--- src/rtl/core/assert_macros.svh ---
// Assertion macros shared by the soft power switch RTL.
// Depends on nothing; the bodies vanish when SYNTHESIS is defined.
`ifndef ASSERT_MACROS_SVH
`define ASSERT_MACROS_SVH
`ifndef SYNTHESIS
// Same-cycle implication, checked at every rising edge outside reset.
`define SPSW_ASSERT_IMPLY(label, clk, rst, ante, cons, msg) \
   label: assert property (@(posedge clk) disable iff (rst) (ante) |-> (cons)) else $error(msg);
// Next-cycle implication, checked at every rising edge outside reset.
`define SPSW_ASSERT_NEXT(label, clk, rst, ante, cons, msg) \
   label: assert property (@(posedge clk) disable iff (rst) (ante) |=> (cons)) else $error(msg);
`else
`define SPSW_ASSERT_IMPLY(label, clk, rst, ante, cons, msg)
`define SPSW_ASSERT_NEXT(label, clk, rst, ante, cons, msg)
`endif
`endif

--- src/rtl/core/spsw_pkg.sv ---
// Types, codes and reset constants of the soft power switch.
// No dependencies; used by every module of the block.
package spsw_pkg;

   localparam int unsigned INACT_W  = 24;
   localparam int unsigned CFG_W    = 16;
   localparam int unsigned HELD_W   = 17;
   localparam int unsigned CSR_IDX_W = 2;

   localparam logic [HELD_W-1:0] HELD_MAX = {HELD_W{1'b1}};

   // Register indexes of the configuration port.
   localparam logic [CSR_IDX_W-1:0] CSR_PUSH_TO_START  = 2'd0;
   localparam logic [CSR_IDX_W-1:0] CSR_PRESS_OFF_MS   = 2'd1;
   localparam logic [CSR_IDX_W-1:0] CSR_INACTIVE_OFF_S = 2'd2;
   localparam logic [CSR_IDX_W-1:0] CSR_TURN_ON_DELAY  = 2'd3;

   // Register reset values.
   localparam logic             RST_PUSH_TO_START  = 1'b0;
   localparam logic [CFG_W-1:0] RST_PRESS_OFF_MS   = 16'd2000;
   localparam logic [CFG_W-1:0] RST_INACTIVE_OFF_S = 16'd0;
   localparam logic [CFG_W-1:0] RST_TURN_ON_DELAY  = 16'd500;

   typedef enum logic [2:0] {
      MODE_BOOT  = 3'd0,
      MODE_DELAY = 3'd1,
      MODE_WAIT  = 3'd2,
      MODE_ON    = 3'd3,
      MODE_SHUT  = 3'd4
   } mode_type;

   typedef enum logic [1:0] {
      LED_OFF  = 2'd0,
      LED_DIM  = 2'd1,
      LED_FULL = 2'd2
   } led_type;

   typedef struct packed {
      logic               button_pressed;
      logic [INACT_W-1:0] inactive_time_q8;
   } item_type;

   typedef struct packed {
      logic             power_hold;
      led_type          led_level;
      mode_type         mode_code;
   } result_type;

   typedef struct packed {
      logic             push_to_start;
      logic [CFG_W-1:0] press_off_ms;
      logic [CFG_W-1:0] inactive_off_s;
      logic [CFG_W-1:0] turn_on_delay_ticks;
   } cfg_type;

endpackage

--- src/rtl/core/spsw_in_stage.sv ---
// Input register of the soft power switch: holds one tick item.
// Depends on spsw_pkg.
module spsw_in_stage (
   input  logic                clock,
   input  logic                reset,
   input  logic                req_valid,
   output logic                req_ready,
   input  spsw_pkg::item_type  req_item,
   input  logic                down_free,
   output logic                item_valid,
   output spsw_pkg::item_type  item
);

   logic               valid_ff;
   logic               valid_in;
   logic               take;
   spsw_pkg::item_type item_ff;

   // The held item leaves when the result side can take it this cycle.
   assign take      = valid_ff && down_free;
   assign req_ready = !valid_ff || take;
   assign valid_in  = (req_valid && req_ready) || (valid_ff && !take);

   always_ff @(posedge clock) begin
      if (reset) begin
         valid_ff <= 1'b0;
      end else begin
         valid_ff <= valid_in;
      end
      if (req_valid && req_ready) begin
         item_ff <= req_item;
      end
   end

   assign item_valid = valid_ff;
   assign item       = item_ff;

endmodule

--- src/rtl/core/spsw_fsm.sv ---
// Soft power latch state machine with held-time counter and delay countdown.
// Depends on spsw_pkg and assert_macros.svh.
`include "assert_macros.svh"
module spsw_fsm (
   input  logic                 clock,
   input  logic                 reset,
   input  logic                 advance,
   input  spsw_pkg::item_type   item,
   input  spsw_pkg::cfg_type    cfg,
   output spsw_pkg::result_type result
);

   spsw_pkg::mode_type          mode_ff, mode_in;
   logic [spsw_pkg::HELD_W-1:0] held_ff, held_in;
   logic [spsw_pkg::CFG_W-1:0]  delay_ff, delay_in;
   logic                        hold_ff, hold_in;
   spsw_pkg::led_type           led_ff, led_in;

   logic                        over_press;
   logic                        over_inact;

   always_ff @(posedge clock) begin
      if (reset) begin
         mode_ff  <= spsw_pkg::MODE_BOOT;
         held_ff  <= '0;
         delay_ff <= '0;
         hold_ff  <= 1'b0;
         led_ff   <= spsw_pkg::LED_OFF;
      end else if (advance) begin
         mode_ff  <= mode_in;
         held_ff  <= held_in;
         delay_ff <= delay_in;
         hold_ff  <= hold_in;
         led_ff   <= led_in;
      end
   end

   always_comb begin
      mode_in    = mode_ff;
      held_in    = held_ff;
      delay_in   = delay_ff;
      hold_in    = hold_ff;
      led_in     = led_ff;
      over_press = 1'b0;
      over_inact = 1'b0;
      case (mode_ff)
         spsw_pkg::MODE_BOOT: begin
            led_in = spsw_pkg::LED_DIM;
            if (cfg.push_to_start || item.button_pressed) begin
               mode_in  = spsw_pkg::MODE_DELAY;
               delay_in = cfg.turn_on_delay_ticks;
            end else begin
               mode_in = spsw_pkg::MODE_SHUT;
            end
         end
         spsw_pkg::MODE_DELAY: begin
            if (delay_ff != '0) begin
               delay_in = delay_ff - 1'b1;
            end else begin
               mode_in = spsw_pkg::MODE_WAIT;
            end
         end
         spsw_pkg::MODE_WAIT: begin
            hold_in = 1'b1;
            if (!item.button_pressed) begin
               mode_in = spsw_pkg::MODE_ON;
            end
         end
         spsw_pkg::MODE_ON: begin
            if (item.button_pressed) begin
               if (held_ff != spsw_pkg::HELD_MAX) begin
                  held_in = held_ff + 1'b1;
               end
               led_in = spsw_pkg::LED_FULL;
            end else begin
               held_in = '0;
               led_in  = spsw_pkg::LED_DIM;
            end
            // The hold compare uses the count after this tick.
            over_press = held_in > {1'b0, cfg.press_off_ms};
            over_inact = item.inactive_time_q8 > {cfg.inactive_off_s, 8'h00};
            if ((cfg.inactive_off_s != '0) && (over_press || over_inact)) begin
               mode_in = spsw_pkg::MODE_SHUT;
            end
         end
         spsw_pkg::MODE_SHUT: begin
            led_in  = spsw_pkg::LED_OFF;
            hold_in = 1'b0;
         end
         default: begin
         end
      endcase
   end

   assign result.power_hold = hold_in;
   assign result.led_level  = led_in;
   assign result.mode_code  = mode_in;

   `SPSW_ASSERT_NEXT(a_shut_final, clock, reset, mode_ff == spsw_pkg::MODE_SHUT, mode_ff == spsw_pkg::MODE_SHUT, "shut down left")
   `SPSW_ASSERT_IMPLY(a_no_hold_early, clock, reset, mode_ff == spsw_pkg::MODE_BOOT || mode_ff == spsw_pkg::MODE_DELAY, !hold_ff, "supply held before wait release")
   `SPSW_ASSERT_IMPLY(a_hold_when_on, clock, reset, mode_ff == spsw_pkg::MODE_ON, hold_ff, "supply not held while on")
   `SPSW_ASSERT_IMPLY(a_held_only_on, clock, reset, held_ff != '0, mode_ff == spsw_pkg::MODE_ON || mode_ff == spsw_pkg::MODE_SHUT, "held count outside on")

endmodule

--- src/rtl/core/spsw_out_stage.sv ---
// Result register of the soft power switch with valid/ready output.
// Depends on spsw_pkg.
module spsw_out_stage (
   input  logic                 clock,
   input  logic                 reset,
   input  logic                 load,
   input  spsw_pkg::result_type result,
   output logic                 free,
   output logic                 rsp_valid,
   input  logic                 rsp_ready,
   output spsw_pkg::result_type rsp_result
);

   logic                 valid_ff;
   logic                 valid_in;
   spsw_pkg::result_type result_ff;

   // A new result may be loaded when the register is empty or being emptied.
   assign free     = !valid_ff || rsp_ready;
   assign valid_in = load || (valid_ff && !rsp_ready);

   always_ff @(posedge clock) begin
      if (reset) begin
         valid_ff <= 1'b0;
      end else begin
         valid_ff <= valid_in;
      end
      if (load) begin
         result_ff <= result;
      end
   end

   assign rsp_valid  = valid_ff;
   assign rsp_result = result_ff;

endmodule

--- src/rtl/core/soft_power_switch_fsm.sv ---
// Top level of the soft power switch: configuration registers and the pipeline.
// Depends on spsw_pkg, spsw_in_stage, spsw_fsm and spsw_out_stage.
//
//   Channel  Direction  Handshake        Carries
//   req_     in         valid / ready    one millisecond tick item
//   rsp_     out        valid / ready    power hold, LED level, mode
//   csr_     in         write enable     register index and write data
//
// One item is accepted per clock when the result side keeps up. An accepted
// item waits in the input register; the state machine then feeds its result
// into the result register, from which the result handshake is offered.
// The state advances only when an item moves from the input register into
// the result register, so stalls on the result side freeze it exactly.
// Reset is synchronous and active high; it returns the latch to boot, clears
// both pipeline valids and loads the register defaults.
module soft_power_switch_fsm (
   input  logic                             clock,
   input  logic                             reset,
   input  logic                             req_valid,
   output logic                             req_ready,
   input  logic                             req_button_pressed,
   input  logic [spsw_pkg::INACT_W-1:0]     req_inactive_time_q8,
   output logic                             rsp_valid,
   input  logic                             rsp_ready,
   output logic                             rsp_power_hold,
   output logic [1:0]                       rsp_led_level,
   output logic [2:0]                       rsp_mode_code,
   input  logic                             csr_write_en,
   input  logic [spsw_pkg::CSR_IDX_W-1:0]   csr_index,
   input  logic [spsw_pkg::CFG_W-1:0]       csr_wdata
);

   spsw_pkg::cfg_type    cfg_ff;
   spsw_pkg::item_type   req_item;
   spsw_pkg::item_type   item;
   spsw_pkg::result_type result;
   spsw_pkg::result_type rsp_result;
   logic                 item_valid;
   logic                 out_free;
   logic                 advance;

   // Configuration registers. The user must write them only while the block is idle; the block does not enforce it.
   always_ff @(posedge clock) begin
      if (reset) begin
         cfg_ff.push_to_start       <= spsw_pkg::RST_PUSH_TO_START;
         cfg_ff.press_off_ms        <= spsw_pkg::RST_PRESS_OFF_MS;
         cfg_ff.inactive_off_s      <= spsw_pkg::RST_INACTIVE_OFF_S;
         cfg_ff.turn_on_delay_ticks <= spsw_pkg::RST_TURN_ON_DELAY;
      end else if (csr_write_en) begin
         case (csr_index)
            spsw_pkg::CSR_PUSH_TO_START:  cfg_ff.push_to_start       <= csr_wdata[0];
            spsw_pkg::CSR_PRESS_OFF_MS:   cfg_ff.press_off_ms        <= csr_wdata;
            spsw_pkg::CSR_INACTIVE_OFF_S: cfg_ff.inactive_off_s      <= csr_wdata;
            spsw_pkg::CSR_TURN_ON_DELAY:  cfg_ff.turn_on_delay_ticks <= csr_wdata;
            default: begin
            end
         endcase
      end
   end

   assign req_item.button_pressed   = req_button_pressed;
   assign req_item.inactive_time_q8 = req_inactive_time_q8;

   spsw_in_stage u_in_stage (
      .clock      (clock),
      .reset      (reset),
      .req_valid  (req_valid),
      .req_ready  (req_ready),
      .req_item   (req_item),
      .down_free  (out_free),
      .item_valid (item_valid),
      .item       (item)
   );

   // The held item is consumed, and the state stepped, when the result
   // register can take its result.
   assign advance = item_valid && out_free;

   spsw_fsm u_fsm (
      .clock   (clock),
      .reset   (reset),
      .advance (advance),
      .item    (item),
      .cfg     (cfg_ff),
      .result  (result)
   );

   spsw_out_stage u_out_stage (
      .clock      (clock),
      .reset      (reset),
      .load       (advance),
      .result     (result),
      .free       (out_free),
      .rsp_valid  (rsp_valid),
      .rsp_ready  (rsp_ready),
      .rsp_result (rsp_result)
   );

   assign rsp_power_hold = rsp_result.power_hold;
   assign rsp_led_level  = rsp_result.led_level;
   assign rsp_mode_code  = rsp_result.mode_code;

endmodule
--- config.mk ---
export PLATFORM = sky130hd
export DESIGN_NAME = soft_power_switch_fsm
export DESIGN_NICKNAME = d
export VERILOG_FILES = /design/src/rtl/core/spsw_pkg.sv /design/src/rtl/core/spsw_in_stage.sv /design/src/rtl/core/spsw_fsm.sv /design/src/rtl/core/spsw_out_stage.sv /design/src/rtl/core/soft_power_switch_fsm.sv
export VERILOG_INCLUDE_DIRS = /design/src /design/src/rtl/core
export SDC_FILE = /design/constraint.sdc
export NUM_CORES = 1
export LEC_CHECK = 0
export ABC_CLOCK_PERIOD_IN_PS = 3960
export BUFFER_PORTS_ARGS = -buffer_cell sky130_fd_sc_hd__buf_2
export CELL_PAD_IN_SITES_DETAIL_PLACEMENT = 1
export CELL_PAD_IN_SITES_GLOBAL_PLACEMENT = 1
export CORE_UTILIZATION = 45
export CTS_CLUSTER_DIAMETER = 100
export CTS_CLUSTER_SIZE = 24
export DETAILED_ROUTE_END_ITERATION = 16
export PLACE_DENSITY_LB_ADDON = 0.2
export SETUP_SLACK_MARGIN = 0.5
export SYNTH_ARGS = -nofsm -noshare
export SYNTH_HDL_FRONTEND = slang
export SYNTH_SLANG_ARGS = --single-unit
export TNS_END_PERCENT = 10
--- constraint.sdc ---
create_clock -name clock -period 3.96 [get_ports clock]
set_clock_uncertainty 0.1 [all_clocks]
set_input_delay 0.792 -clock clock [delete_from_list [all_inputs] [get_ports clock]]
set_output_delay 0.792 -clock clock [all_outputs]
set_load 0.02 [all_outputs]
==> key figures <==
Floorplanning
  – Die ar.: 0.0144 mm²
  – Number of top-level pins: 56
  – Core ar.: approximately 0.013 mm²
  – Die H: ~120 µm
  – Row count: 42
  – Die Wd: roughly 120 µm
  – Initial Utilization: 46.7%

Pwr
  – Clock Power Share: 51.0%
  – Maximum VDD drop: ~0.00038 V
  – Sw Ratio: approximately a quarter
  – Leak: around 2.8 nW
  – Logic pwr share: under 10%
  – P_int: around 2.6 mW
  – Sequential share of power: between 30% and 40%
  – Power, Total: ~3.4 mW
  – NetSw: between 0.8 and 0.9 mW
  – Power per Cell Area: roughly 450 mW/mm²

Placed design
  – RePlAce Congestion: roughly 0.90
  – Setup WS pre-CTS: about 0.017 ns
  – Port Buffer Count: 55
  – Inst Count DP: approximately 950
  – Hpwl dp: 12700 µm
  – Placed Area: 0.00666 mm²

Clock tree
  – Maximum root-to-sink buffer count: 2
  – Clock latency on the worst-skew pair: 0.43 ns
  – Clock slew at reported path FFs: 0.06 ns
  – CTS tree: yes
  – CTS Buf Count: 17
  – Clk sinks: about 120
  – Clock Tree Root: clkbuf_16
  – H-tree level count: 4

Logic synthesis
  – Post-synth EDFFs: 31
  – Average cell area after synthesis: about 8.4 µm²
  – Sequential-to-total area share from yosys stat: ~44%
  – Top post-synthesis cells by count: nand2_1, dfxtp_1, a21oi_1, nor2_1, inv_1
  – FFs w/ async S/R, synth: 0%
  – Mapped Cells: roughly 750
  – Synth Flop Type: dfxtp_1
  – Synthesis Warnings: 0
  – Flop and latch count out of synthesis: around 120
  – Most numerous cell in the Yosys netlist: nand2_1
  – Top cells by area, synth: dfxtp_1, edfxtp_1, nand2_1
  – Syn nets: 830
  – Largest area contributor in the netlist: dfxtp_1
  – Syn Std Cell Area: 0.00625 mm²
  – Yosys top cell area share: between 20 and 30%
  – Synth unique cells: 65

Final layout
  – P&R area growth vs syn: 22.1%
  – Non-Filler Instances: around 990
  – Storage cell area: 0.00277 mm²
  – Post-route cell area: approximately 0.0076 mm²
  – Layout cell share with drive strength beyond 1: about a fifth
  – Antenna Cells: 0
  – Fillers: around 1600
  – Multi-input gate area: roughly 0.0034 mm²
  – Nets: roughly 900

Worst setup path
  – Startpoint Class: register
  – Worst endpoint required time: 4.03 ns
  – Worst Path Max Fanout: 6
  – Crit path kind: reg2reg
  – WP data arrival: approximately 3.5 ns
  – CP Capture Type: register

Global route
  – Largest net degree at the start of global routing: 57
  – GR Util All Layers: 27.6%
  – Initial antenna violation count: 0
  – First-pass GRT wire length: 30500 µm
  – Vias in the first global route: 5963
  – Grt ovf: 0

Drt
  – Routed WL: 19300 µm
  – First-pass iteration count of the detailed router: 5
  – Iteration-0 DRC Markers: between 300 and 400
  – Antenna Nets Post-Route: 0
  – Vias per inst: slightly below 6
  – DRC: 0
  – Via count: approximately 5800
  – Avg WL per Cell: 19.5 µm

STA
  – Fin crit period: 3.42 ns
  – Hold Vio Cnt, Final: 0
  – Actual slew at the worst max-slew pin: between 1 and 1.5 ns
  – Slew headroom: ~22%
  – Slack of the critical path: about 0.54 ns
  – RSZ-0062 raised after global routing: true
  – Final Cycle Share: a little under nine tenths
  – Max Slew Vio Count: 0
  – Fmax: just under 300 MHz
  – Final Setup Violations: 0
  – Final TNS setup: 0 ns

Status
  – Status: complete, no violations

Flow run
  – Max-cap violations: 0

Min path
  – Hold Crit Class: reg2reg
registers in the layout, summed over array words and instances (netlist names):
name                    flops
u_in_stage.item            25
u_fsm.led_ff                2
u_in_stage.item_valid       1
u_fsm.hold_ff               1
u_fsm.held_ff              17
u_fsm.mode_ff               3
u_out_stage.rsp_result      6
u_out_stage.rsp_valid       1
cfg_ff                     49
u_fsm.delay_ff             16
layout by cell type (no fill, tap or decap), types with 3 or more instances in the layout:
| cell type | count |
|---|---|
| a211o_1 | 8 |
| a211oi_1 | 4 |
| a211oi_2 | 3 |
| a21o_1 | 8 |
| a21oi_1 | 76 |
| a22oi_1 | 13 |
| a31oi_1 | 3 |
| a41oi_1 | 3 |
| and3_1 | 4 |
| and4_4 | 3 |
| buf_2 | 55 |
| buf_4 | 22 |
| bufinv_16 | 4 |
| clkbuf_16 | 18 |
| clkbuf_8 | 3 |
| clkinv_4 | 3 |
| dfxtp_1 | 74 |
| dfxtp_2 | 9 |
| dfxtp_4 | 7 |
| edfxtp_1 | 31 |
| ha_1 | 33 |
| inv_1 | 38 |
| nand2_1 | 139 |
| nand2b_1 | 6 |
| nand3_1 | 11 |
| nand3b_1 | 9 |
| nand4_1 | 12 |
| nor2_1 | 62 |
| nor3_1 | 15 |
| nor4_1 | 8 |
| o21ai_0 | 32 |
| o21ai_1 | 5 |
| o31ai_1 | 7 |
| o41ai_1 | 4 |
| or2_2 | 3 |
| or3_1 | 8 |
| or4_1 | 5 |
| xnor2_1 | 3 |
| xor2_1 | 9 |
critical path, stage by stage, from the launching register on:
cell and delay (ns):
dfxtp_4 0.36, ha_4 0.18, nand3_4 0.10, buf_4 0.13
nor2_4 0.05, buf_4 0.15, a2111oi_4 0.32, nand2_1 0.14
xor2_1 0.19, nor2_1 0.07, ha_1 0.29, nand4_1 0.13
nor2_1 0.23, a41oi_1 0.20, a211oi_2 0.29, buf_4 0.16
o31ai_1 0.07
repair_timing:
item                       CTS  global route
hold buffers                 0             0
pin swaps                    3            18
setup buffers                1            12
gates resized for setup     35            31
setup endpoints to repair    6             6
metal layers:
metal,part of all wire (%),up-vias,GRT usage (%),wire [µm]
met5,0,-,0,0
met4,2.1,0,11.7,403
met3,2.9,34,4.56,564
met2,51,105,48.6,9940
met1,44,2881,33.0,8420
li1,-,2761,-,-
per-stage QoR:
stage                     hold slack, ns  utilization (%)
final                              0.356             57.0
after global routing               0.370             57.0
after CTS                          0.357             55.5
after global placement             0.347             49.7
after floorplan                    0.336                -
after detailed placement           0.349             49.7
cell type report:
class	count	area share, %
clock buffers	23	6.54
well taps	176	2.89
repair buffers	77	5.77
multi-input cells	546	44.4
clock inverters	9	2.08
flip-flops and latches	121	36.3
inverters	41	2.02
logic make-up after synthesis:
logic type | share of synthesized area, %
flops | 43.7
xor+xnor | 1.68
buf+inv | 5.08
compound gates | 18.9
fa+ha+maj | 6.80
mux | 0.160
simple gates | 23.7
path summary, 6_finish.rpt:
check | from | to | slack [ns] | depth (start not counted)
setup / recovery | u_fsm.held_ff[1] | u_out_stage.rsp_result[2] | 0.54 | 16
hold / removal | cfg_ff[43] | cfg_ff[43] | 0.36 | 2
setup reg to reg | u_fsm.held_ff[1] | u_out_stage.rsp_result[2] | 0.54 | 16
hold reg to reg | cfg_ff[43] | cfg_ff[43] | 0.36 | 2
power groups by stage:
stage / sequential, mW / clock [mW] / combinational, mW
after floorplan: 1.37 / 0 / 0.211
after global placement: 1.37 / 0 / 0.301
after detailed placement: 1.37 / 0 / 0.319
after CTS: 1.35 / 1.76 / 0.327
after global routing: 1.35 / 1.81 / 0.367
final: 1.34 / 1.74 / 0.330
Power figures use the tool's default switching activity.
